$ cat config.mk
export PLATFORM = sky130hd
export DESIGN_NAME = job_fifo_service_timer
export DESIGN_NICKNAME = d
export VERILOG_FILES = /design/src/design/jfst_pkg.sv /design/src/design/jfst_cell.sv /design/src/design/jfst_queue.sv /design/src/design/job_fifo_service_timer.sv
export SDC_FILE = /design/constraint.sdc
export NUM_CORES = 2
export LEC_CHECK = 0
export BUFFER_PORTS_ARGS = -buffer_cell sky130_fd_sc_hd__buf_2
export CELL_PAD_IN_SITES_DETAIL_PLACEMENT = 0
export CELL_PAD_IN_SITES_GLOBAL_PLACEMENT = 1
export CORE_MARGIN = 10
export CORE_UTILIZATION = 56
export DETAILED_ROUTE_END_ITERATION = 10
export GPL_TIMING_DRIVEN = 0
export PLACE_DENSITY = 0.92
export SKIP_CTS_REPAIR_TIMING = 1
export SKIP_LAST_GASP = 1
export SYNTH_ARGS = -nofsm -noshare
export SYNTH_HDL_FRONTEND = slang
export SYNTH_SLANG_ARGS = --single-unit
$ cat constraint.sdc
create_clock -name clk -period 20.2 [get_ports clk]
set_input_delay 4.04 -clock clk [delete_from_list [all_inputs] [get_ports clk]]
set_output_delay 4.04 -clock clk [all_outputs]
set_load 0.02 [all_outputs]
$ cat src/design/jfst_pkg.sv
// ----------------------------------------------------------------------------
// jfst_pkg: shared definitions for the job FIFO service timer
// Queue sizing, field widths, request codes and the wait-queue entry type.
// ----------------------------------------------------------------------------
package jfst_pkg;

  localparam int QUEUE_DEPTH = 16;
  localparam int PAGE_BITS   = 12;

  localparam int QIDX_W   = $clog2(QUEUE_DEPTH);
  localparam int FILL_W   = $clog2(QUEUE_DEPTH + 1);
  localparam int ID_W     = 16;
  localparam int TIME_W   = 32;
  localparam int CNT_W    = 20;
  localparam int SPP_W    = 16;
  localparam int PROD_W   = PAGE_BITS + SPP_W;
  localparam int SUM_W    = PROD_W + 1;
  localparam int SECS_W   = SUM_W - 8;

  localparam logic [CNT_W-1:0] COUNT_MAX   = {CNT_W{1'b1}};
  localparam logic [ID_W-1:0]  ID_LAST     = {ID_W{1'b1}};
  localparam logic [SPP_W-1:0] SPP_RESET   = SPP_W'(512);
  localparam logic [SPP_W-1:0] SPP_MIN     = SPP_W'(1);

  localparam logic [1:0] REQ_ADD    = 2'd0;
  localparam logic [1:0] REQ_CANCEL = 2'd1;
  localparam logic [1:0] REQ_TICK   = 2'd2;

  typedef struct packed {
    logic [ID_W-1:0]      id;
    logic [PAGE_BITS-1:0] pages;
    logic [TIME_W-1:0]    submit;
  } entry_t;

  // Per-cycle commands broadcast to every queue cell.
  typedef struct packed {
    logic            add;
    logic            pop;
    logic            cancel;
    logic [ID_W-1:0] cancel_id;
  } cell_ctl_t;

endpackage

$ cat src/design/jfst_cell.sv
// ----------------------------------------------------------------------------
// jfst_cell: one slot of the wait queue
// Holds one entry, loads the new one when an add fills this first free slot,
// and takes its right neighbor's entry when the queue closes up at or before it.
// ----------------------------------------------------------------------------
module jfst_cell (
  input  logic                         clk,
  input  logic [jfst_pkg::QIDX_W-1:0]  idx,
  input  logic [jfst_pkg::FILL_W-1:0]  fill,
  input  jfst_pkg::cell_ctl_t          ctl,
  input  jfst_pkg::entry_t             new_entry,
  input  jfst_pkg::entry_t             right_entry,
  input  logic                         hit_in,
  output jfst_pkg::entry_t             entry,
  output logic                         hit_out
);

  logic occupied;
  logic match;
  logic load;
  logic shift;

  assign occupied = ({1'b0, idx} < fill);
  assign match    = ctl.cancel && occupied && (entry.id == ctl.cancel_id);
  assign hit_out  = hit_in || match;
  assign load     = ctl.add && ({1'b0, idx} == fill);
  assign shift    = ctl.pop || (ctl.cancel && hit_out);

  always_ff @(posedge clk) begin
    if (load) begin
      entry <= new_entry;
    end else if (shift) begin
      entry <= right_entry;
    end
  end

endmodule

$ cat src/design/jfst_queue.sv
// ----------------------------------------------------------------------------
// jfst_queue: wait queue built as a row of cells
// Slot 0 is the head. A cancel step removes the first matching entry by
// shifting every slot from that point one place toward the head.
// ----------------------------------------------------------------------------
module jfst_queue (
  input  logic                         clk,
  input  logic [jfst_pkg::FILL_W-1:0]  fill,
  input  jfst_pkg::cell_ctl_t          ctl,
  input  jfst_pkg::entry_t             new_entry,
  output jfst_pkg::entry_t             head,
  output logic                         any_hit
);

  jfst_pkg::entry_t entries [jfst_pkg::QUEUE_DEPTH+1];
  logic             hits    [jfst_pkg::QUEUE_DEPTH+1];

  assign hits[0]                      = 1'b0;
  assign entries[jfst_pkg::QUEUE_DEPTH] = '0;

  for (genvar i = 0; i < jfst_pkg::QUEUE_DEPTH; i++) begin : g_cell
    jfst_cell u_cell (
      .clk         (clk),
      .idx         (jfst_pkg::QIDX_W'(i)),
      .fill        (fill),
      .ctl         (ctl),
      .new_entry   (new_entry),
      .right_entry (entries[i+1]),
      .hit_in      (hits[i]),
      .entry       (entries[i]),
      .hit_out     (hits[i+1])
    );
  end

  assign head    = entries[0];
  assign any_hit = hits[jfst_pkg::QUEUE_DEPTH];

endmodule

$ cat src/design/job_fifo_service_timer.sv
// ----------------------------------------------------------------------------
// job_fifo_service_timer: job server with a FIFO wait queue and a tick clock
// Adds, cancels and serves print jobs, one request item at a time.
// ----------------------------------------------------------------------------
// Usage. Request items arrive on the s_ stream: s_tuser carries the request
// type (add, cancel, tick), s_tdata the page count and the cancel id. Every
// request produces exactly one result item on the m_ stream, carrying the
// request outcome, any start or finish event of this tick, and the server
// status after the request. The seconds-per-page register is written through
// cfg_we and cfg_wdata, and the user must write it only while the block is
// idle, which the block itself does not enforce; a written zero becomes 1.
// Timing. s_tready is high only between requests. After the accepting edge,
// an add, a no-op or an idle tick passes S_EXEC and then S_OUT, a tick of a
// running job passes S_EXEC, S_COUNT and S_OUT, and a tick that starts a job
// also passes S_LOAD after S_EXEC for the registered page multiply. The
// result register is loaded as S_OUT is left. A cancel repeats S_EXEC once
// per removed entry and once more, as each step of the cell row closes one
// gap. The next request is taken in the cycle after the result is in the
// output register, even if the receiver has not yet taken it; a further
// result then waits in its final state until m_tready frees the register.
//
// Reset (rst, synchronous) empties the queue, clears the clock and the
// server, sets the next id to 1 and the register to 2.0 seconds per page.
// ----------------------------------------------------------------------------
module job_fifo_service_timer (
  input  logic         clk,
  input  logic         rst,
  // Configuration: seconds per page, unsigned Q8.8.
  input  logic         cfg_we,
  input  logic [15:0]  cfg_wdata,
  // Request stream.
  input  logic         s_tvalid,
  output logic         s_tready,
  input  logic [31:0]  s_tdata,   // page_count[11:0], cancel_id[27:12], zero pad
  input  logic [1:0]   s_tuser,   // req_type[1:0]
  // Result stream.
  output logic         m_tvalid,
  input  logic         m_tready,
  output logic [167:0] m_tdata    // accepted[0], assigned_id[16:1],
                                  // start_event[17], start_job[33:18],
                                  // finish_event[34], finish_job[50:35],
                                  // wait_secs[82:51], run_secs[114:83],
                                  // server_busy[115], remaining_secs[135:116],
                                  // now_secs[167:136]
);

  // Sequencer states.
  localparam logic [2:0] S_IDLE  = 3'd0;
  localparam logic [2:0] S_EXEC  = 3'd1;
  localparam logic [2:0] S_LOAD  = 3'd2;
  localparam logic [2:0] S_COUNT = 3'd3;
  localparam logic [2:0] S_OUT   = 3'd4;

  logic [2:0] state;

  // Latched request.
  logic [1:0]                        req;
  logic [jfst_pkg::PAGE_BITS-1:0]    req_pages;
  logic [jfst_pkg::ID_W-1:0]         req_cid;

  // Server state.
  logic [jfst_pkg::FILL_W-1:0]       fill;
  logic [jfst_pkg::TIME_W-1:0]       clock_secs;
  logic [jfst_pkg::ID_W-1:0]         next_id;
  logic                              serving;
  logic [jfst_pkg::CNT_W-1:0]        countdown;
  logic [jfst_pkg::ID_W-1:0]         cur_id;
  logic [jfst_pkg::TIME_W-1:0]       cur_submit;
  logic [jfst_pkg::TIME_W-1:0]       cur_start;
  logic [jfst_pkg::SPP_W-1:0]        spp;
  logic [jfst_pkg::PROD_W-1:0]       prod;

  // Result fields collected while the request runs.
  logic                              r_acc;
  logic [jfst_pkg::ID_W-1:0]         r_assigned;
  logic                              r_st_ev;
  logic [jfst_pkg::ID_W-1:0]         r_st_job;
  logic                              r_fin_ev;
  logic [jfst_pkg::ID_W-1:0]         r_fin_job;
  logic [jfst_pkg::TIME_W-1:0]       r_wait;
  logic [jfst_pkg::TIME_W-1:0]       r_run;

  // Queue interface.
  jfst_pkg::cell_ctl_t               ctl;
  jfst_pkg::entry_t                  new_entry;
  jfst_pkg::entry_t                  head;
  logic                              any_hit;

  logic                              in_fire;
  logic                              out_free;
  logic                              add_ok;
  logic [jfst_pkg::SUM_W-1:0]        svc_sum;
  logic [jfst_pkg::SECS_W-1:0]       svc_secs;
  logic [jfst_pkg::CNT_W-1:0]        svc_time;
  logic [jfst_pkg::TIME_W-1:0]       clock_inc;

  assign s_tready = (state == S_IDLE);
  assign in_fire  = s_tvalid && s_tready;
  assign out_free = !m_tvalid || m_tready;
  assign add_ok   = (fill < jfst_pkg::FILL_W'(jfst_pkg::QUEUE_DEPTH));
  assign clock_inc = clock_secs + jfst_pkg::TIME_W'(1);

  // Commands to the cell row. A cancel runs one removal per cycle until no
  // occupied slot holds the id any more.
  always_comb begin
    ctl.add       = (state == S_EXEC) && (req == jfst_pkg::REQ_ADD) && add_ok;
    ctl.pop       = (state == S_EXEC) && (req == jfst_pkg::REQ_TICK) && !serving &&
                    (fill != '0);
    ctl.cancel    = (state == S_EXEC) && (req == jfst_pkg::REQ_CANCEL);
    ctl.cancel_id = req_cid;
  end

  assign new_entry.id     = next_id;
  assign new_entry.pages  = req_pages;
  assign new_entry.submit = clock_secs;

  jfst_queue u_queue (
    .clk       (clk),
    .fill      (fill),
    .ctl       (ctl),
    .new_entry (new_entry),
    .head      (head),
    .any_hit   (any_hit)
  );

  // Ceiling of the Q8.8 product, saturated to the countdown width.
  assign svc_sum  = {1'b0, prod} + jfst_pkg::SUM_W'(255);
  assign svc_secs = svc_sum[jfst_pkg::SUM_W-1:8];
  assign svc_time = (32'(svc_secs) > 32'(jfst_pkg::COUNT_MAX)) ? jfst_pkg::COUNT_MAX
                                                                : jfst_pkg::CNT_W'(svc_secs);

  always_ff @(posedge clk) begin
    if (rst) begin
      spp <= jfst_pkg::SPP_RESET;
    end else if (cfg_we) begin
      spp <= (cfg_wdata == '0) ? jfst_pkg::SPP_MIN : cfg_wdata;
    end
  end

  // Request latch and result accumulators; payload, no reset needed.
  always_ff @(posedge clk) begin
    if (in_fire) begin
      req        <= s_tuser;
      req_pages  <= jfst_pkg::PAGE_BITS'(s_tdata[11:0]);
      req_cid    <= s_tdata[27:12];
      r_acc      <= 1'b0;
      r_assigned <= '0;
      r_st_ev    <= 1'b0;
      r_st_job   <= '0;
      r_fin_ev   <= 1'b0;
      r_fin_job  <= '0;
      r_wait     <= '0;
      r_run      <= '0;
    end else begin
      if (state == S_EXEC) begin
        case (req)
          jfst_pkg::REQ_ADD: begin
            if (add_ok) begin
              r_acc      <= 1'b1;
              r_assigned <= next_id;
            end
          end
          jfst_pkg::REQ_CANCEL: begin
            if (any_hit) begin
              r_acc <= 1'b1;
            end
          end
          jfst_pkg::REQ_TICK: begin
            r_acc <= 1'b1;
            if (ctl.pop) begin
              r_st_ev  <= 1'b1;
              r_st_job <= head.id;
            end
          end
          default: begin
          end
        endcase
      end
      if ((state == S_COUNT) && (countdown <= jfst_pkg::CNT_W'(1))) begin
        r_fin_ev  <= 1'b1;
        r_fin_job <= cur_id;
        r_wait    <= cur_start - cur_submit;
        r_run     <= clock_inc - cur_start;
      end
    end
    if (ctl.pop) begin
      prod <= head.pages * spp;
    end
  end

  // Sequencer and server state.
  always_ff @(posedge clk) begin
    if (rst) begin
      state      <= S_IDLE;
      fill       <= '0;
      clock_secs <= '0;
      next_id    <= jfst_pkg::ID_W'(1);
      serving    <= 1'b0;
      countdown  <= '0;
      cur_id     <= '0;
      cur_submit <= '0;
      cur_start  <= '0;
    end else begin
      case (state)
        S_IDLE: begin
          if (in_fire) begin
            state <= S_EXEC;
          end
        end
        S_EXEC: begin
          case (req)
            jfst_pkg::REQ_ADD: begin
              if (add_ok) begin
                fill    <= fill + jfst_pkg::FILL_W'(1);
                next_id <= (next_id == jfst_pkg::ID_LAST) ? jfst_pkg::ID_W'(1)
                                                          : next_id + jfst_pkg::ID_W'(1);
              end
              state <= S_OUT;
            end
            jfst_pkg::REQ_CANCEL: begin
              if (any_hit) begin
                fill <= fill - jfst_pkg::FILL_W'(1);
              end else begin
                state <= S_OUT;
              end
            end
            jfst_pkg::REQ_TICK: begin
              if (serving) begin
                state <= S_COUNT;
              end else if (fill != '0) begin
                cur_id     <= head.id;
                cur_submit <= head.submit;
                cur_start  <= clock_secs;
                fill       <= fill - jfst_pkg::FILL_W'(1);
                serving    <= 1'b1;
                state      <= S_LOAD;
              end else begin
                clock_secs <= clock_inc;
                state      <= S_OUT;
              end
            end
            default: begin
              state <= S_OUT;
            end
          endcase
        end
        S_LOAD: begin
          countdown <= svc_time;
          state     <= S_COUNT;
        end
        S_COUNT: begin
          clock_secs <= clock_inc;
          if (countdown <= jfst_pkg::CNT_W'(1)) begin
            countdown <= '0;
            serving   <= 1'b0;
          end else begin
            countdown <= countdown - jfst_pkg::CNT_W'(1);
          end
          state <= S_OUT;
        end
        S_OUT: begin
          if (out_free) begin
            state <= S_IDLE;
          end
        end
        default: begin
          state <= S_IDLE;
        end
      endcase
    end
  end

  // Output register: holds a finished result until the receiver takes it.
  always_ff @(posedge clk) begin
    if (rst) begin
      m_tvalid <= 1'b0;
    end else if ((state == S_OUT) && out_free) begin
      m_tvalid <= 1'b1;
    end else if (m_tready) begin
      m_tvalid <= 1'b0;
    end
  end

  always_ff @(posedge clk) begin
    if ((state == S_OUT) && out_free) begin
      m_tdata <= {clock_secs, countdown, serving, r_run, r_wait, r_fin_job, r_fin_ev,
                  r_st_job, r_st_ev, r_assigned, r_acc};
    end
  end

  // The queue never holds more entries than it has cells.
  a_fill_bound: assert property (@(posedge clk) disable iff (rst)
    fill <= jfst_pkg::FILL_W'(jfst_pkg::QUEUE_DEPTH))
    else $error("queue fill above depth");

  // An idle server always shows a zero countdown.
  a_idle_count: assert property (@(posedge clk) disable iff (rst)
    !serving |-> (countdown == '0))
    else $error("countdown nonzero while idle");

  // Id zero is never handed out.
  a_id_nonzero: assert property (@(posedge clk) disable iff (rst)
    next_id != '0)
    else $error("next id is zero");

  // A result leaving its final state always lands in the output register.
  a_out_load: assert property (@(posedge clk) disable iff (rst)
    ((state == S_OUT) && out_free) |=> (m_tvalid && (state == S_IDLE)))
    else $error("result not presented");

endmodule
==> metrics.txt <==
Stages on worst setup path 20; #FFs+latches synth about 1500; starting density of the core 0.563; worst setup path start u_queue.g_cell[0].u_cell.entry[40]$_DFFE_PP_; WHS about 0.43 ns; HPWL after DPL 145 mm; ys async rst share 0; share of post-route cells with drive strength above 1 0.240; Routed met3 length 18.5 mm; Critical Path End Type flop; largest cells by area after synthesis edfxtp_1 (50%), mux2_2 (14%), dfxtp_1 (8.1%), fa_1 (4.0%), nand2_1 (3.1%); Slew Limit Fails 0; row cnt 131; Synth Area per Inst 12.9 um2; DRC 0; r2r setup slk 13.63 ns; chip height 377 um; WL final 197 mm; worst-margin pin slew 1.26 ns; Post-synth EDFFs 1186; total number of vias 46200; Setup crit end prod[26]$_DFFE_PP_; Cells after Synth about 5500; WP data required 20.78 ns; iteration-0 DRC count of the detailed router 5118; CTS buffer count about 150; final setup vio count 0; RSZ-0062 raised after global routing no; Max-cap violations 0; GRT Overall Usage 0.272; Crit path largest cell delay 0.56 ns; period utilization 0.325; top sig layer met5; met2 wire length 90.6 mm; CP max stage cell edfxtp_1; # H-tree levels 4; synthesized cell area 71600 um2; crit path DAT just over 7 ns; drt via density 5.97; setup tns final 0 ns; final hold vios 0; CORE AREA 127000 um2; clock slew at reported path FFs 0.06 ns; pwr/cell area between 80 and 90 nW/um2; largest area contributor in the netlist edfxtp_1; die area roughly 140000 um2; Top Family by Delay on Critical Path adder cells; nets@finish 6287; PortBufs roughly 220; Hold Crit Depth 0; vias in the first global route about 46000; worst min path class reg -> reg; Routed Antenna Nets 0; CP startpoint kind flop; largest net degree at the start of global routing 61; worst r2r src u_queue.g_cell[0].u_cell.entry[40]$_DFFE_PP_; first-pass GRT wire length between 200 and 300 mm; WP buf/inv 4; TritonCTS sink count 1475; Synth Flop Type edfxtp_1; wire per inst 25.4 um; Crit Path Class reg -> reg; Skew-Pair Late Insertion Delay between 0.8 and 0.9 ns; unique cell type count in the Yosys netlist 86; Tmin final around 6.6 ns; top cell type's share of synthesized area 0.498; Placement Cell Area 75600 um2; CTS tree yes; Final GP Congestion 0.947; R2R depth 20; post-route cell area 80200 um2; Max Root-Sink Buffers 3; total gr overflow 0; met1 WL 79.5 mm; die width about 380 um; syn_nets 5883; io pins 225; DRT Pass-1 Iters 5; Slew headroom 0.151; Area Growth Syn to Fin 12.0%; outcome complete, no violations; highest fanout seen on the critical path 10; Fin Clk Skew 0.0241 ns; RR Endpoint prod[26]$_DFFE_PP_; Worst VDD drop 98.2 uV; root buf cell clkbuf_16; Leak around 29 nW; Achievable Freq 0.152 GHz; sequential fraction of the synthesis area 0.578; yosys warns 0; cell breakdown of the critical path clkbuf_1, nand2_1, fa_1, fa_1, fa_1, inv_1, fa_1, inv_1, fa_1, inv_1, ha_1, o21a_1, o21ai_0, a21oi_1, o2111ai_1, a21oi_1, o311ai_0, a21oi_1, o21a_1, o311ai_0; Crit path top cell by count fa_1; antenna violations before repair 6
[metal layers]
metal,vias up,track usage
li1,20600,-
met1,22900,0.362
met2,2243,0.433
met3,424,0.0589
met4,4,0.105
met5,-,0.00573
[state kept, by name, summed over array words and instances (netlist names), 20 cells and up]
register                     cells
u_queue.g_cell.u_cell.entry    960
m_tdata                        168
clock_secs                      32
cur_start                       32
cur_submit                      32
r_run                           32
r_wait                          32
prod                            28
countdown                       20
[how the worst min path moves through the flow]
stage | start | endpoint | slack [ns]
global placement | r_assigned[3]$_SDFFE_PP0P_ | m_tdata[4]$_DFFE_PP_ | 0.41
finish | r_run[26]$_SDFFE_PP0P_ | m_tdata[109]$_DFFE_PP_ | 0.43
floorplan | r_run[18]$_SDFFE_PP0P_ | m_tdata[101]$_DFFE_PP_ | 0.40
detailed placement | r_assigned[10]$_SDFFE_PP0P_ | m_tdata[11]$_DFFE_PP_ | 0.42
CTS | r_fin_job[14]$_SDFFE_PP0P_ | m_tdata[49]$_DFFE_PP_ | 0.42
global route | r_run[16]$_SDFFE_PP0P_ | m_tdata[99]$_DFFE_PP_ | 0.44
[cell usage in the layout (no fill, tap or decap), drive strengths merged, types with 16 or more instances in the layout]
| cell | Yosys | routed |
|---|---|---|
| or3 | 26 | 26 |
| and2 | 130 | 130 |
| nor3 | 50 | 50 |
| a21oi | 290 | 290 |
| nand3 | 73 | 73 |
| ha | 141 | 141 |
| clkbuf | 280 | 492 |
| clkinv | 2 | 50 |
| nor4 | 49 | 49 |
| a21o | 39 | 39 |
| o21ai | 117 | 117 |
| mux2i | 19 | 19 |
| o21a | 22 | 22 |
| and3 | 29 | 29 |
| xor2 | 183 | 183 |
| buf | 84 | 337 |
| a211oi | 17 | 17 |
| nor2 | 187 | 187 |
| nor2b | 16 | 16 |
| dfxtp | 289 | 289 |
| nand2 | 599 | 599 |
| xnor2 | 216 | 216 |
| inv | 272 | 279 |
| nand4 | 61 | 61 |
| fa | 142 | 142 |
| mux2 | 873 | 873 |
| edfxtp | 1186 | 1186 |
[kinds of logic (layout without fill, tap and decap cells)]
group,after synthesis,after routing,synth area share
flip-flops,1475,1475,0.578
multiplexers,892,892,0.140
AND/OR/NAND/NOR,1264,1264,0.0831
XOR/XNOR,399,399,0.0488
AO/OA/AOI/OAI,594,594,0.0493
buffers and inverters,638,1167,0.0358
other,0,2,0
adder cells (fa/ha/maj),283,283,0.0644
[report_power, final]
group | switching, mW | total (mW) | internal (mW)
sequential | 0.0374 | 3.39 | 3.35
clock | 1.17 | 2.67 | 1.50
combinational | 0.451 | 0.720 | 0.269
[worst reg2reg max path, stage by stage, from the launching register on]
cell and delay [ns]:
edfxtp_1 0.56, clkbuf_1 0.52, nand2_1 0.16, fa_1 0.50, fa_1 0.52, fa_1 0.50, inv_1 0.06, fa_1 0.52
inv_1 0.05, fa_1 0.52, inv_1 0.04, ha_1 0.31, o21a_1 0.13, o21ai_0 0.32, a21oi_1 0.13, o2111ai_1 0.30
a21oi_1 0.16, o311ai_0 0.37, a21oi_1 0.14, o21a_1 0.21, o311ai_0 0.33
[per-stage QoR]
| step | util | total power [mW] | std cells | worst slack [ns] |
|---|---|---|---|---|
| global route | 0.630 | 6.99 | 7736 | 13.29 |
| finish | 0.630 | 6.78 | 7738 | 13.63 |
| detailed placement | 0.594 | 4.17 | 7460 | 13.29 |
| CTS | 0.630 | 6.80 | 7736 | 13.63 |
| floorplan | - | 3.95 | 5545 | 8.46 |
| global placement | 0.588 | 4.16 | 7426 | 5.37 |
[cells in the mapped netlist (26+ instances only)]
library cell and n:
fa_1 142, inv_1 270, nor2_1 180, nand4_1 61
nor4_1 47, dfxtp_1 289, and2_1 130, a21o_1 39
a21oi_1 289, nand2_1 598, and3_1 28, buf_2 50
edfxtp_1 1186, mux2_2 872, nand3_1 69, o21ai_0 116
xor2_1 183, clkbuf_1 278, ha_1 141, xnor2_1 216
or3_1 26, nor3_1 47
[area by class of cell]
cell class,count,area [um2]
multi-input cells,3432,27700
diodes,2,5.00
fillers,9557,47000
clock buffers,212,4070
plain buffers,364,1540
well taps,1662,2080
flip-flops and latches,1475,41400
repair buffers,253,1770
inverters,274,1030
clock inverters,64,556
Power figures use the tool's default switching activity.
